File: src/rtl/core/zim_pkg.sv
// Shared types, constants and helpers of the zone interval merger.
`timescale 1ns / 1ps

package zim_pkg;

	// Field widths fixed by the sample and result formats.
	localparam int unsigned TIME_W = 32;
	localparam int unsigned DIST_W = 24;
	localparam int unsigned DATA_W = 32;
	localparam int unsigned ADDR_W = 3;

	// All-ones distance stands for "no sample seen yet".
	localparam logic [DIST_W-1:0] DIST_ONES = {DIST_W{1'b1}};

	// Register indexes, taken from paddr[2].
	localparam logic REG_MIN_DURATION = 1'b0;
	localparam logic REG_MIN_GAP      = 1'b1;

	// One input word: a trajectory sample.
	typedef struct packed {
		logic              in_zone;
		logic [TIME_W-1:0] sample_time;
		logic [DIST_W-1:0] obstacle_distance;
		logic              last_sample;
	} sample_t;

	// One output word: a merged interval or an end marker.
	typedef struct packed {
		logic              present;
		logic [TIME_W-1:0] start_time;
		logic [TIME_W-1:0] end_time;
		logic [DIST_W-1:0] min_distance;
		logic              final_result;
	} result_t;

	// Configuration seen by the merge logic.
	typedef struct packed {
		logic [TIME_W-1:0] min_duration;
		logic [TIME_W-1:0] min_gap;
	} cfg_t;

	// Up to two results produced by one sample, first result first.
	typedef struct packed {
		logic    r0_valid;
		result_t r0;
		logic    r1_valid;
		result_t r1;
	} res_pair_t;

	// Smaller of two distances.
	function automatic logic [DIST_W-1:0] dist_min(input logic [DIST_W-1:0] a,
		input logic [DIST_W-1:0] b);
		return (a < b) ? a : b;
	endfunction

endpackage

File: src/rtl/core/zim_regs.sv
// APB configuration registers of the zone interval merger.
`timescale 1ns / 1ps

module zim_regs (
	input  logic                         clk,
	input  logic                         arst_n,
	input  logic                         psel,
	input  logic                         penable,
	input  logic                         pwrite,
	input  logic [zim_pkg::ADDR_W-1:0]   paddr,
	input  logic [zim_pkg::DATA_W-1:0]   pwdata,
	output logic [zim_pkg::DATA_W-1:0]   prdata,
	output logic                         pready,
	output zim_pkg::cfg_t                cfg
);

	logic [zim_pkg::TIME_W-1:0] min_duration_q;
	logic [zim_pkg::TIME_W-1:0] min_gap_q;
	logic                       wr_en;

	// The port never inserts wait states.
	assign pready = 1'b1;
	assign wr_en  = psel & penable & pwrite;

	// Register writes in the access phase.
	always_ff @(posedge clk or negedge arst_n) begin
		if (!arst_n) begin
			min_duration_q <= '0;
			min_gap_q      <= '0;
		end else if (wr_en) begin
			unique case (paddr[2])
				zim_pkg::REG_MIN_DURATION: min_duration_q <= pwdata;
				zim_pkg::REG_MIN_GAP:      min_gap_q      <= pwdata;
				default:                   min_duration_q <= min_duration_q;
			endcase
		end
	end

	// Read mux.
	always_comb begin
		unique case (paddr[2])
			zim_pkg::REG_MIN_DURATION: prdata = min_duration_q;
			zim_pkg::REG_MIN_GAP:      prdata = min_gap_q;
			default:                   prdata = '0;
		endcase
	end

	assign cfg.min_duration = min_duration_q;
	assign cfg.min_gap      = min_gap_q;

endmodule

File: src/rtl/core/zim_core.sv
// Interval tracking and merge state, updated once per sample.
`timescale 1ns / 1ps

module zim_core (
	input  logic                clk,
	input  logic                arst_n,
	input  logic                fire,
	input  zim_pkg::sample_t    word,
	input  zim_pkg::cfg_t       cfg,
	output zim_pkg::res_pair_t  pair
);

	logic                       prev_flag_q;
	logic [zim_pkg::TIME_W-1:0] prev_time_q;
	logic [zim_pkg::TIME_W-1:0] raw_start_q;
	logic [zim_pkg::DIST_W-1:0] raw_min_q;
	logic [zim_pkg::DIST_W-1:0] after_min_q;
	logic                       pend_valid_q;
	logic [zim_pkg::TIME_W-1:0] pend_start_q;
	logic [zim_pkg::TIME_W-1:0] pend_end_q;
	logic [zim_pkg::DIST_W-1:0] pend_min_q;

	logic                       f;
	logic                       last;
	logic [zim_pkg::TIME_W-1:0] t;
	logic [zim_pkg::DIST_W-1:0] d;
	logic                       close_a;
	logic                       close_b;
	logic                       close_en;
	logic [zim_pkg::TIME_W-1:0] rs;
	logic [zim_pkg::TIME_W-1:0] re;
	logic [zim_pkg::DIST_W-1:0] d_min_raw;
	logic [zim_pkg::DIST_W-1:0] rmin;
	logic [zim_pkg::DIST_W-1:0] am_upd;
	logic [zim_pkg::DIST_W-1:0] am_in;
	logic [zim_pkg::DIST_W-1:0] am_mid;
	logic [zim_pkg::DIST_W-1:0] am_next;
	logic [zim_pkg::TIME_W:0]   dur_diff;
	logic [zim_pkg::TIME_W-1:0] prev_end;
	logic [zim_pkg::TIME_W:0]   gap_diff;
	logic                       keep;
	logic                       separate;
	logic                       sep_emit;
	logic                       pv_c;
	logic [zim_pkg::TIME_W-1:0] ps_c;
	logic [zim_pkg::TIME_W-1:0] pe_c;
	logic [zim_pkg::DIST_W-1:0] pm_c;
	logic [zim_pkg::TIME_W-1:0] raw_start_d;
	logic [zim_pkg::DIST_W-1:0] raw_min_d;
	zim_pkg::result_t           old_res;
	zim_pkg::result_t           fin_res;

	assign f    = word.in_zone;
	assign last = word.last_sample;
	assign t    = word.sample_time;
	assign d    = word.obstacle_distance;

	// A raw interval closes when a run ends, or when the trajectory ends inside a run.
	assign close_a  = prev_flag_q & ~f;
	assign close_b  = last & f;
	assign close_en = close_a | close_b;

	// Raw interval bounds and its least distance.
	assign d_min_raw = zim_pkg::dist_min(raw_min_q, d);
	assign rs        = prev_flag_q ? raw_start_q : t;
	assign re        = close_a ? prev_time_q : t;
	assign rmin      = close_a ? raw_min_q : (prev_flag_q ? d_min_raw : d);

	// Distance floor since the pending end; the closing sample of a run
	// that ended earlier is folded in only after the close.
	assign am_upd = zim_pkg::dist_min(after_min_q, d);
	assign am_in  = close_a ? after_min_q : am_upd;

	// Duration test with a borrow bit so that a reversed interval fails.
	assign dur_diff = {1'b0, re} - {1'b0, rs};
	assign keep     = close_en & ~dur_diff[zim_pkg::TIME_W]
		& (dur_diff[zim_pkg::TIME_W-1:0] > cfg.min_duration);

	// Gap test against the pending end, or time zero when nothing is pending.
	assign prev_end = pend_valid_q ? pend_end_q : '0;
	assign gap_diff = {1'b0, rs} - {1'b0, prev_end};
	assign separate = ~gap_diff[zim_pkg::TIME_W]
		& (gap_diff[zim_pkg::TIME_W-1:0] > cfg.min_gap);
	assign sep_emit = keep & separate & pend_valid_q;

	// Pending interval after the close.
	always_comb begin
		pv_c = pend_valid_q;
		ps_c = pend_start_q;
		pe_c = pend_end_q;
		pm_c = pend_min_q;
		if (keep) begin
			if (separate) begin
				pv_c = 1'b1;
				ps_c = rs;
				pe_c = re;
				pm_c = rmin;
			end else if (!pend_valid_q) begin
				pv_c = 1'b1;
				ps_c = '0;
				pe_c = re;
				pm_c = am_in;
			end else begin
				pe_c = re;
				pm_c = zim_pkg::dist_min(pend_min_q, am_in);
			end
		end
	end

	assign am_mid  = keep ? zim_pkg::DIST_ONES : am_in;
	assign am_next = close_a ? zim_pkg::dist_min(am_mid, d) : am_mid;

	// Raw run tracking.
	always_comb begin
		raw_start_d = raw_start_q;
		raw_min_d   = raw_min_q;
		if (!prev_flag_q && f) begin
			raw_start_d = t;
			raw_min_d   = d;
		end else if (prev_flag_q && f) begin
			raw_min_d = d_min_raw;
		end
	end

	// Results: a displaced pending interval, then the end-of-trajectory word.
	always_comb begin
		old_res.present      = 1'b1;
		old_res.start_time   = pend_start_q;
		old_res.end_time     = pend_end_q;
		old_res.min_distance = pend_min_q;
		old_res.final_result = 1'b0;
		fin_res.present      = pv_c;
		fin_res.start_time   = pv_c ? ps_c : '0;
		fin_res.end_time     = pv_c ? pe_c : '0;
		fin_res.min_distance = pv_c ? pm_c : '0;
		fin_res.final_result = 1'b1;
	end

	assign pair.r0_valid = sep_emit | last;
	assign pair.r0       = sep_emit ? old_res : fin_res;
	assign pair.r1_valid = sep_emit & last;
	assign pair.r1       = fin_res;

	// State update; the last sample returns everything to its reset values.
	always_ff @(posedge clk or negedge arst_n) begin
		if (!arst_n) begin
			prev_flag_q  <= 1'b0;
			prev_time_q  <= '0;
			raw_start_q  <= '0;
			raw_min_q    <= zim_pkg::DIST_ONES;
			after_min_q  <= zim_pkg::DIST_ONES;
			pend_valid_q <= 1'b0;
			pend_start_q <= '0;
			pend_end_q   <= '0;
			pend_min_q   <= zim_pkg::DIST_ONES;
		end else if (fire) begin
			if (last) begin
				prev_flag_q  <= 1'b0;
				prev_time_q  <= '0;
				raw_start_q  <= '0;
				raw_min_q    <= zim_pkg::DIST_ONES;
				after_min_q  <= zim_pkg::DIST_ONES;
				pend_valid_q <= 1'b0;
				pend_start_q <= '0;
				pend_end_q   <= '0;
				pend_min_q   <= zim_pkg::DIST_ONES;
			end else begin
				prev_flag_q  <= f;
				prev_time_q  <= t;
				raw_start_q  <= raw_start_d;
				raw_min_q    <= raw_min_d;
				after_min_q  <= am_next;
				pend_valid_q <= pv_c;
				pend_start_q <= ps_c;
				pend_end_q   <= pe_c;
				pend_min_q   <= pm_c;
			end
		end
	end

endmodule

File: src/rtl/core/zim_out_buf.sv
// Result register with one spare slot for a sample that yields two words.
`timescale 1ns / 1ps

module zim_out_buf (
	input  logic               clk,
	input  logic               arst_n,
	input  logic               push,
	input  zim_pkg::res_pair_t pair,
	input  logic               result_ready,
	output logic               result_valid,
	output zim_pkg::result_t   result,
	output logic               room
);

	logic             out_valid_q;
	zim_pkg::result_t out_q;
	logic             spare_valid_q;
	zim_pkg::result_t spare_q;
	logic             pop;

	assign pop          = out_valid_q & result_ready;
	assign room         = ~spare_valid_q & (~out_valid_q | result_ready);
	assign result_valid = out_valid_q;
	assign result       = out_q;

	// Valid flags.
	always_ff @(posedge clk or negedge arst_n) begin
		if (!arst_n) begin
			out_valid_q   <= 1'b0;
			spare_valid_q <= 1'b0;
		end else if (push) begin
			out_valid_q   <= pair.r0_valid;
			spare_valid_q <= pair.r1_valid;
		end else if (pop) begin
			out_valid_q   <= spare_valid_q;
			spare_valid_q <= 1'b0;
		end
	end

	// Payload slots.
	always_ff @(posedge clk) begin
		if (push) begin
			out_q   <= pair.r0;
			spare_q <= pair.r1;
		end else if (pop) begin
			out_q <= spare_q;
		end
	end

endmodule

File: src/rtl/core/zone_interval_merger_top.sv
// Top level of the zone interval merger: input register, merge core, result buffer.
`timescale 1ns / 1ps
//
//  channel   direction  handshake                      word
//  sample    in         sample_valid / sample_ready    zim_pkg::sample_t
//  result    out        result_valid / result_ready    zim_pkg::result_t
//  config    in         APB psel/penable/pwrite/pready min_duration @0x0, min_gap @0x4
//
//  A sample is registered on acceptance and merged once the result buffer has
//  room; its result words go into the result register. While the result side is
//  ready and no sample yields two words, one sample per cycle is sustained.
//  A sample that closes one interval and ends the trajectory yields two words;
//  the second waits in the spare slot and holds the merge stage until the first word is taken.
//  Reset clears all tracking state; no clearing pass is needed.
//  A stalled result side backs up through the input register to sample_ready.

module zone_interval_merger_top (
	input  logic                       clk,
	input  logic                       arst_n,
	input  logic                       sample_valid,
	output logic                       sample_ready,
	input  zim_pkg::sample_t           sample,
	output logic                       result_valid,
	input  logic                       result_ready,
	output zim_pkg::result_t           result,
	input  logic                       psel,
	input  logic                       penable,
	input  logic                       pwrite,
	input  logic [zim_pkg::ADDR_W-1:0] paddr,
	input  logic [zim_pkg::DATA_W-1:0] pwdata,
	output logic [zim_pkg::DATA_W-1:0] prdata,
	output logic                       pready
);

	logic               valid_s1;
	zim_pkg::sample_t   word_s1;
	logic               room;
	logic               fire;
	zim_pkg::cfg_t      cfg;
	zim_pkg::res_pair_t pair;

	// Merge when a sample is held and the buffer can take both possible words.
	assign fire         = valid_s1 & room;
	assign sample_ready = ~valid_s1 | fire;

	// Input register.
	always_ff @(posedge clk or negedge arst_n) begin
		if (!arst_n) begin
			valid_s1 <= 1'b0;
		end else if (sample_valid && sample_ready) begin
			valid_s1 <= 1'b1;
		end else if (fire) begin
			valid_s1 <= 1'b0;
		end
	end

	always_ff @(posedge clk) begin
		if (sample_valid && sample_ready) begin
			word_s1 <= sample;
		end
	end

	zim_regs u_regs (
		.clk     (clk),
		.arst_n  (arst_n),
		.psel    (psel),
		.penable (penable),
		.pwrite  (pwrite),
		.paddr   (paddr),
		.pwdata  (pwdata),
		.prdata  (prdata),
		.pready  (pready),
		.cfg     (cfg)
	);

	zim_core u_core (
		.clk    (clk),
		.arst_n (arst_n),
		.fire   (fire),
		.word   (word_s1),
		.cfg    (cfg),
		.pair   (pair)
	);

	zim_out_buf u_out_buf (
		.clk          (clk),
		.arst_n       (arst_n),
		.push         (fire),
		.pair         (pair),
		.result_ready (result_ready),
		.result_valid (result_valid),
		.result       (result),
		.room         (room)
	);

	// A second word is only ever produced behind a first one.
	a_second_needs_first: assert property (@(posedge clk) disable iff (!arst_n)
		fire && pair.r1_valid |-> pair.r0_valid)
		else $error("second result without a first");

	// With two words, only the second closes the trajectory.
	a_final_order: assert property (@(posedge clk) disable iff (!arst_n)
		fire && pair.r1_valid |-> pair.r1.final_result && !pair.r0.final_result)
		else $error("final flag on the wrong word");

	// The last sample always yields at least one word.
	a_last_emits: assert property (@(posedge clk) disable iff (!arst_n)
		fire && word_s1.last_sample |-> pair.r0_valid && pair.r0.final_result
			|| fire && word_s1.last_sample && pair.r1_valid)
		else $error("last sample without a final word");

	// The buffer refuses work only while it shows a word.
	a_room_when_empty: assert property (@(posedge clk) disable iff (!arst_n)
		!room |-> result_valid)
		else $error("buffer blocked while empty");

endmodule
File: config.mk
export PLATFORM = sky130hd
export DESIGN_NAME = zone_interval_merger_top
export DESIGN_NICKNAME = d
export VERILOG_FILES = /design/src/rtl/core/zim_pkg.sv /design/src/rtl/core/zim_regs.sv /design/src/rtl/core/zim_core.sv /design/src/rtl/core/zim_out_buf.sv /design/src/rtl/core/zone_interval_merger_top.sv
export SDC_FILE = /design/constraint.sdc
export NUM_CORES = 1
export LEC_CHECK = 0
export ABC_CLOCK_PERIOD_IN_PS = 16500
export CAP_MARGIN = 20
export CELL_PAD_IN_SITES_DETAIL_PLACEMENT = 0
export CELL_PAD_IN_SITES_GLOBAL_PLACEMENT = 2
export CORE_ASPECT_RATIO = 1.5
export CORE_MARGIN = 1.5
export CORE_UTILIZATION = 35
export DETAILED_ROUTE_END_ITERATION = 16
export DONT_BUFFER_PORTS = 1
export PLACE_DENSITY = 0.7
export SYNTH_ARGS = -nofsm -noshare
export SYNTH_HDL_FRONTEND = slang
export SYNTH_SLANG_ARGS = --single-unit
File: constraint.sdc
create_clock -name clk -period 16.5 [get_ports clk]
set_clock_uncertainty 0.2 [all_clocks]
set_input_delay 1.65 -clock clk [delete_from_list [all_inputs] [get_ports clk]]
set_output_delay 1.65 -clock clk [all_outputs]
set_load 0.01 [all_outputs]
### After elaboration in Yosys (flattened, before gate mapping)

Cells that the tools add are included.

| cells by class | value |
|---|---|
| reductions and logical operators | 12 |
| $add $sub $neg | 2 |
| mux-type cells | 45 |
| bitwise operators | 24 |
| $lt $le $gt $ge | 6 |

Operator list:

| cell | number |
|---|---|
| $mux 32 | 14 |
| $mux 24 | 18 |
| $mux 90 | 3 |
| $lt 24x24->1 | 4 |
| $sub 32x32->33 | 2 |
| $gt 32x32->1 | 2 |
| $pmux 32 s2 | 1 |
| $and 1x1->1 | 13 |
| $mux 1 | 9 |
| $reduce_and 2->1 | 4 |
| $not 1->1 | 7 |
| $reduce_bool 2->1 | 3 |
| $or 1x1->1 | 4 |
| $logic_and 1x1->1 | 3 |
| $reduce_bool 3->1 | 1 |
| $logic_not 1->1 | 1 |

| word-level totals | value |
|---|---|
| word-level logic and storage cells | 116 |
| output and inout port bits | 125 |
| bits of input ports | 100 |
| flip-flop bits (word level) | 506 |

### Longest topological paths before layout

| logic depth | value |
|---|---|
| word-level depth | 12 |
| gate-level depth with buffers | 38 |
| gate-level depth less buffers | 31 |

### Hierarchy

A second synthesis with hierarchy kept.

| second synthesis, totals | value |
|---|---|
| cell total of the unflattened synthesis | 2900 |
| area, all modules | 31237.5 sq um |

Modules (own cells, without submodules):

| module | instances | seq. area each (sq um) | cells each | area an instance (sq um) |
|---|---|---|---|---|
| zim_core | 1 | 5144.9 | 2370 | 19733.9 |
| zim_out_buf | 1 | 5455.2 | 293 | 6790.3 |
| zim_regs | 1 | 1601.5 | 174 | 2911.5 |
| zone_interval_merger_top | 1 | 1766.7 | 63 | 1801.7 |

### Worst setup path after synthesis

No wires, ideal clock.

| timing | value |
|---|---|
| path kind | reg-to-reg |
| from | register u_core.prev_flag_q |
| to | register u_core.after_min_q[10] (netlist bit) |
| buffers on the path | 7 |
| data required time | 16.220 ns |
| data arrival time | 8.039 ns |
| library setup time | 0.080 ns |
| stages on the path, launching flop included | 37 |
| setup slack | 8.182 ns |
| period minus slack after synthesis | 8.318 ns |
| cells stage by stage | dfrtp_1 -> clkbuf_1 -> nor2b_1 -> clkbuf_1 -> buf_1 -> mux2i_1 -> inv_1 -> ha_1 -> a21oi_1 -> o21bai_1 -> a21oi_1 -> o21ai_0 -> a2111oi_0 -> a211oi_1 -> o41ai_1 -> nand3_1 -> o311ai_0 -> ha_1 -> a21o_1 -> a21o_1 -> a21oi_1 -> o31ai_1 -> a211oi_1 -> a311o_1 -> buf_6 -> clkbuf_1 -> clkbuf_1 -> nand2_1 -> ha_1 -> nand4_1 -> nor2_1 -> nand2_1 -> or3_1 -> or3_1 -> a311o_2 -> buf_6 -> o22a_1 |

| between the ends | value |
|---|---|
| word-level cells in the longest chain between the ends | 11 |
| elaborated cells on any way between the ends | 15 |
| those cells by class | add/sub: 1; order compare: 2; mux: 7; bitwise: 5 |

RTL lines:

| element | line | RTL |
|---|---|---|
| start, declared | zim_core.sv:13 | `logic prev_flag_q;` |
| start signal, assigned | zim_core.sv:147 | `prev_flag_q <= 1'b0;` |
| start signal, assigned | zim_core.sv:158 | `prev_flag_q <= 1'b0;` |
| start signal, assigned | zim_core.sv:168 | `prev_flag_q <= f;` |
| parallel branches: the longest is 9 deep, another holds $sub 32x32->33 | -- |  |
| $mux 24 (*) | zim_core.sv:111 | `assign am_next = close_a ? zim_pkg::dist_min(am_mid, d) : am_mid;` |
| $mux 24 (*) | zim_core.sv:157 | `if (last) begin` |
| end signal, assigned | zim_core.sv:151 | `after_min_q <= zim_pkg::DIST_ONES;` |
| end signal, assigned | zim_core.sv:162 | `after_min_q <= zim_pkg::DIST_ONES;` |
| end signal, assigned | zim_core.sv:172 | `after_min_q <= am_next;` |
| end, declared | zim_core.sv:17 | `logic [zim_pkg::DIST_W-1:0] after_min_q;` |

Every way passes the cells marked *.
A chain may end at the register's enable or synchronous reset.

### Worst setup path after layout

| timing | value |
|---|---|
| from | register u_core.prev_flag_q |
| to | register u_core.after_min_q[14] (netlist bit) |

Same word-level chain as after synthesis.

==> impl_metrics.env <==
export IMPL_status="completed"
export IMPL_r2r_setup_slack_ns=6.26
export IMPL_fin_util=0.3900
export IMPL_peakVddDrop_mv=0.08601
export IMPL_power_total_mw=5.135
export IMPL_yosys_area_top_type="edfxtp_1"
export IMPL_grt_pass1_vias=23020
export IMPL_die_w_um=240.8
export IMPL_clockBufferDepth=3
export IMPL_worstPathRequired_ns=16.85
export IMPL_insertion_delay_ns=0.63
export IMPL_fmax_mhz=97.62
export IMPL_grt_pass1_wl_mm=141.2
export IMPL_drive_above_1_share=0.1018
export IMPL_ctsHoldBuffers=0
export IMPL_diodes=0
export IMPL_placed_cells=3956
export IMPL_switching_share=0.3806
export IMPL_grt_ovfl_total=0
export IMPL_combinationalPowerShare=0.373
export IMPL_synth_mux_area_frac=0.05692
export IMPL_synth_area_top_cells="edfxtp_1, dfrtp_1, ha_1, dfstp_2, nand2_1"
export IMPL_io_pins=225
export IMPL_setup_violations=0
export IMPL_first_pass_iters=6
export IMPL_synthAdderAreaFrac=0.09404
export IMPL_layoutNonFillerInstCount=4058
export IMPL_core_um2=83930
export IMPL_ys_warn_count=0
export IMPL_power_per_cell_area_nw_per_um2=156.9
export IMPL_antenna_left=0
export IMPL_fin_crit_ns=10.24
export IMPL_yosys_register_bits=506
export IMPL_rsz0062_at_grt="no"
export IMPL_syn_nets=3283
export IMPL_ys_seq_area_frac=0.4694
export IMPL_syn_to_final_growth_pct=10.23
export IMPL_timing_final_crit_share=0.6209
export IMPL_ys_flop_type="edfxtp_1"
export IMPL_synth_xor_area_frac=0.01416
export IMPL_seqCellArea_um2=13940
export IMPL_clockPowerShare=0.253
export IMPL_dp_hpwl_mm=66.09
export IMPL_nFillCells=8310
export IMPL_cap_violations=0
export IMPL_synth_top_cell_area_share=0.2397
export IMPL_cts_root_buffer="clkbuf_16"
export IMPL_antenna_found_initial=8
export IMPL_path_clk_slew_ns=0.06
export IMPL_async_flop_share=0.5316
export IMPL_arrival_ns=10.59
export IMPL_seqPwrFrac=0.374
export IMPL_die_area_um2=86640
export IMPL_drc_errors=0
export IMPL_post_cts_buffers=0
export IMPL_h_tree_depth=2
export IMPL_r2r_start="u_core.prev_flag_q$_DFFE_PN0P_"
export IMPL_setup_worst_path_class="reg -> reg"
export IMPL_critPathMaxFanout=38
export IMPL_internal_power_mw=3.181
export IMPL_cts_tree="yes"
export IMPL_grtUsageTotal=0.2128
export IMPL_numCtsBuffers=54
export IMPL_synth_most_common_cell="nand2_1"
export IMPL_wl_per_cell_um=22.93
export IMPL_min_from="u_core.prev_time_q[18]$_DFFE_PN0P_"
export IMPL_io_buffers=0
export IMPL_synth_compound_area_frac=0.1950
export IMPL_nets=3212
export IMPL_fp_row_count=130
export IMPL_cts_resized=0
export IMPL_yosys_area_share_simple=0.1117
export IMPL_netlist_instances=2961
export IMPL_slew_violations=0
export IMPL_cpPeakStageDelay_ns=0.83
export IMPL_hold_viol_final=0
export IMPL_critPathLaunch="u_core.prev_flag_q$_DFFE_PN0P_"
export IMPL_synth_common_cells="nand2_1, inv_1, edfxtp_1, o21ai_0, ha_1"
export IMPL_die_h_um=359.7
export IMPL_dpl_worst_slack_ns=6.322
export IMPL_multiInputGateArea_um2=14110
export IMPL_slew_headroom=0.1912
export IMPL_endpoint_kind="flop"
export IMPL_synth_top_family_by_area="compound AO/OA/AOI/OAI gates"
export IMPL_switching_power_mw=1.955
export IMPL_p_leak_nw=13.68
export IMPL_cp_slowest_cell="a2111oi_0"
export IMPL_hp_class="reg -> reg"
export IMPL_gp_congestion=0.8709
export IMPL_postSynthAreaPerCell_um2=10.03
export IMPL_synth_distinct_cells=76
export IMPL_vias=22590
export IMPL_synth_edff_count=237
export IMPL_routed_via_density=5.567
export IMPL_critPathLaunchType="flop"
export IMPL_syn_area_um2=29700
export IMPL_initial_utilization=0.3538
export IMPL_grt_max_degree=270
export IMPL_drt_wl_total_mm=93.05
export IMPL_worst_pin_slew_ns=1.198
export IMPL_setup_slack_ns=6.256
export IMPL_drt_iter0_drc=1566
export IMPL_setup_tns_ns=0
export IMPL_cts_sinks=506
[power groups by stage]
stage	combinational (mW)	clock, mW	sequential, mW
floorplan	1.37	0	1.87
global placement	1.88	0	1.93
detailed placement	1.92	0	1.94
CTS	1.93	1.35	1.92
global route	2.15	1.39	1.96
finish	1.91	1.30	1.92
[final timing paths]
check,to,cells after the start
max in group asynchronous,u_regs.min_duration_q[6]$_DFFE_PN0P_,0
min in group asynchronous,valid_s1$_DFFE_PN0P_,0
setup reg to reg,u_core.after_min_q[14]$_DFFE_PN1P_,32
setup / recovery,u_core.after_min_q[14]$_DFFE_PN1P_,32
hold reg to reg,u_core.prev_time_q[18]$_DFFE_PN0P_,2
hold / removal,u_core.prev_time_q[18]$_DFFE_PN0P_,2
[cells by family (layout without fill, tap and decap cells)]
group                      Yosys count  in the layout
AOI/OAI and AO/OA                  821            821
and+or+nand+nor                    751            751
DFF                                506            506
buffers and inverters              452            427
adders and majority gates          222            222
muxes                              160            160
xor gates and xnor gates            48             48
other                                1              1
[placed cells by master, fill, tap and decap left out, types with 52 or more instances in the layout]
cell	instances
a21o_1	77
a21oi_1	114
a221o_1	52
clkbuf_16	57
dfrtp_1	195
dfstp_2	72
edfxtp_1	237
ha_1	220
inv_1	282
mux2_2	71
mux2i_1	89
nand2_1	392
nand3_1	127
nor2_1	96
o21ai_0	228
o221ai_1	52
[flip-flops by register name, summed over array words and instances, names as in the netlist]
name	flops
u_out_buf.spare_valid_q	1
u_core.after_min_q	24
valid_s1	1
u_core.pend_valid_q	1
u_core.raw_start_q	32
u_core.pend_start_q	32
u_core.raw_min_q	24
u_regs.min_duration_q	32
u_core.pend_min_q	24
u_out_buf.result	90
u_core.prev_flag_q	1
u_out_buf.result_valid	1
u_regs.min_gap_q	32
u_core.pend_end_q	32
u_out_buf.spare_q	89
word_s1	58
u_core.prev_time_q	32
[cell type report]
class                           instances  share of cell area
Clock inverter                         39             0.01200
Sequential cell                       506              0.4259
Multi-Input combinational cell       2003              0.4311
Tap cell                             1122             0.04289
Timing Repair Buffer                   40             0.01063
Inverter                              285             0.03283
Clock buffer                           63             0.04457
[routing by layer]
layer	track usage	vias to the layer above	wire length [um]	share of wire
met5	0	-	59	0.00063
met4	0.07525	10	3286	0.035
met3	0.03006	164	4202	0.045
met2	0.3698	585	45790	0.49
met1	0.2665	11160	39710	0.43
li1	-	10680	-	-
[worst max-delay path: cells and delay by family, from the launching register on]
| kind | cells | cell delay [ns] |
|---|---|---|
| fa+ha+maj | 3 | 1.04 |
| buf+inv | 4 | 1.61 |
| simple gates | 8 | 1.71 |
| mux | 1 | 0.39 |
| flops | 1 | 0.34 |
| compound gates | 16 | 4.75 |
[per-stage QoR]
step | instance area [um^2] | hold WS [ns]
2_1_floorplan | 29700 | 0.2385
3_3_place_gp | 30810 | 0.2486
3_5_place_dp | 30880 | 0.2554
4_1_cts | 32740 | 0.2695
5_1_grt | 32740 | 0.2895
6_report | 32740 | 0.2654
Note: power is estimated with default switching activity, not from simulation.
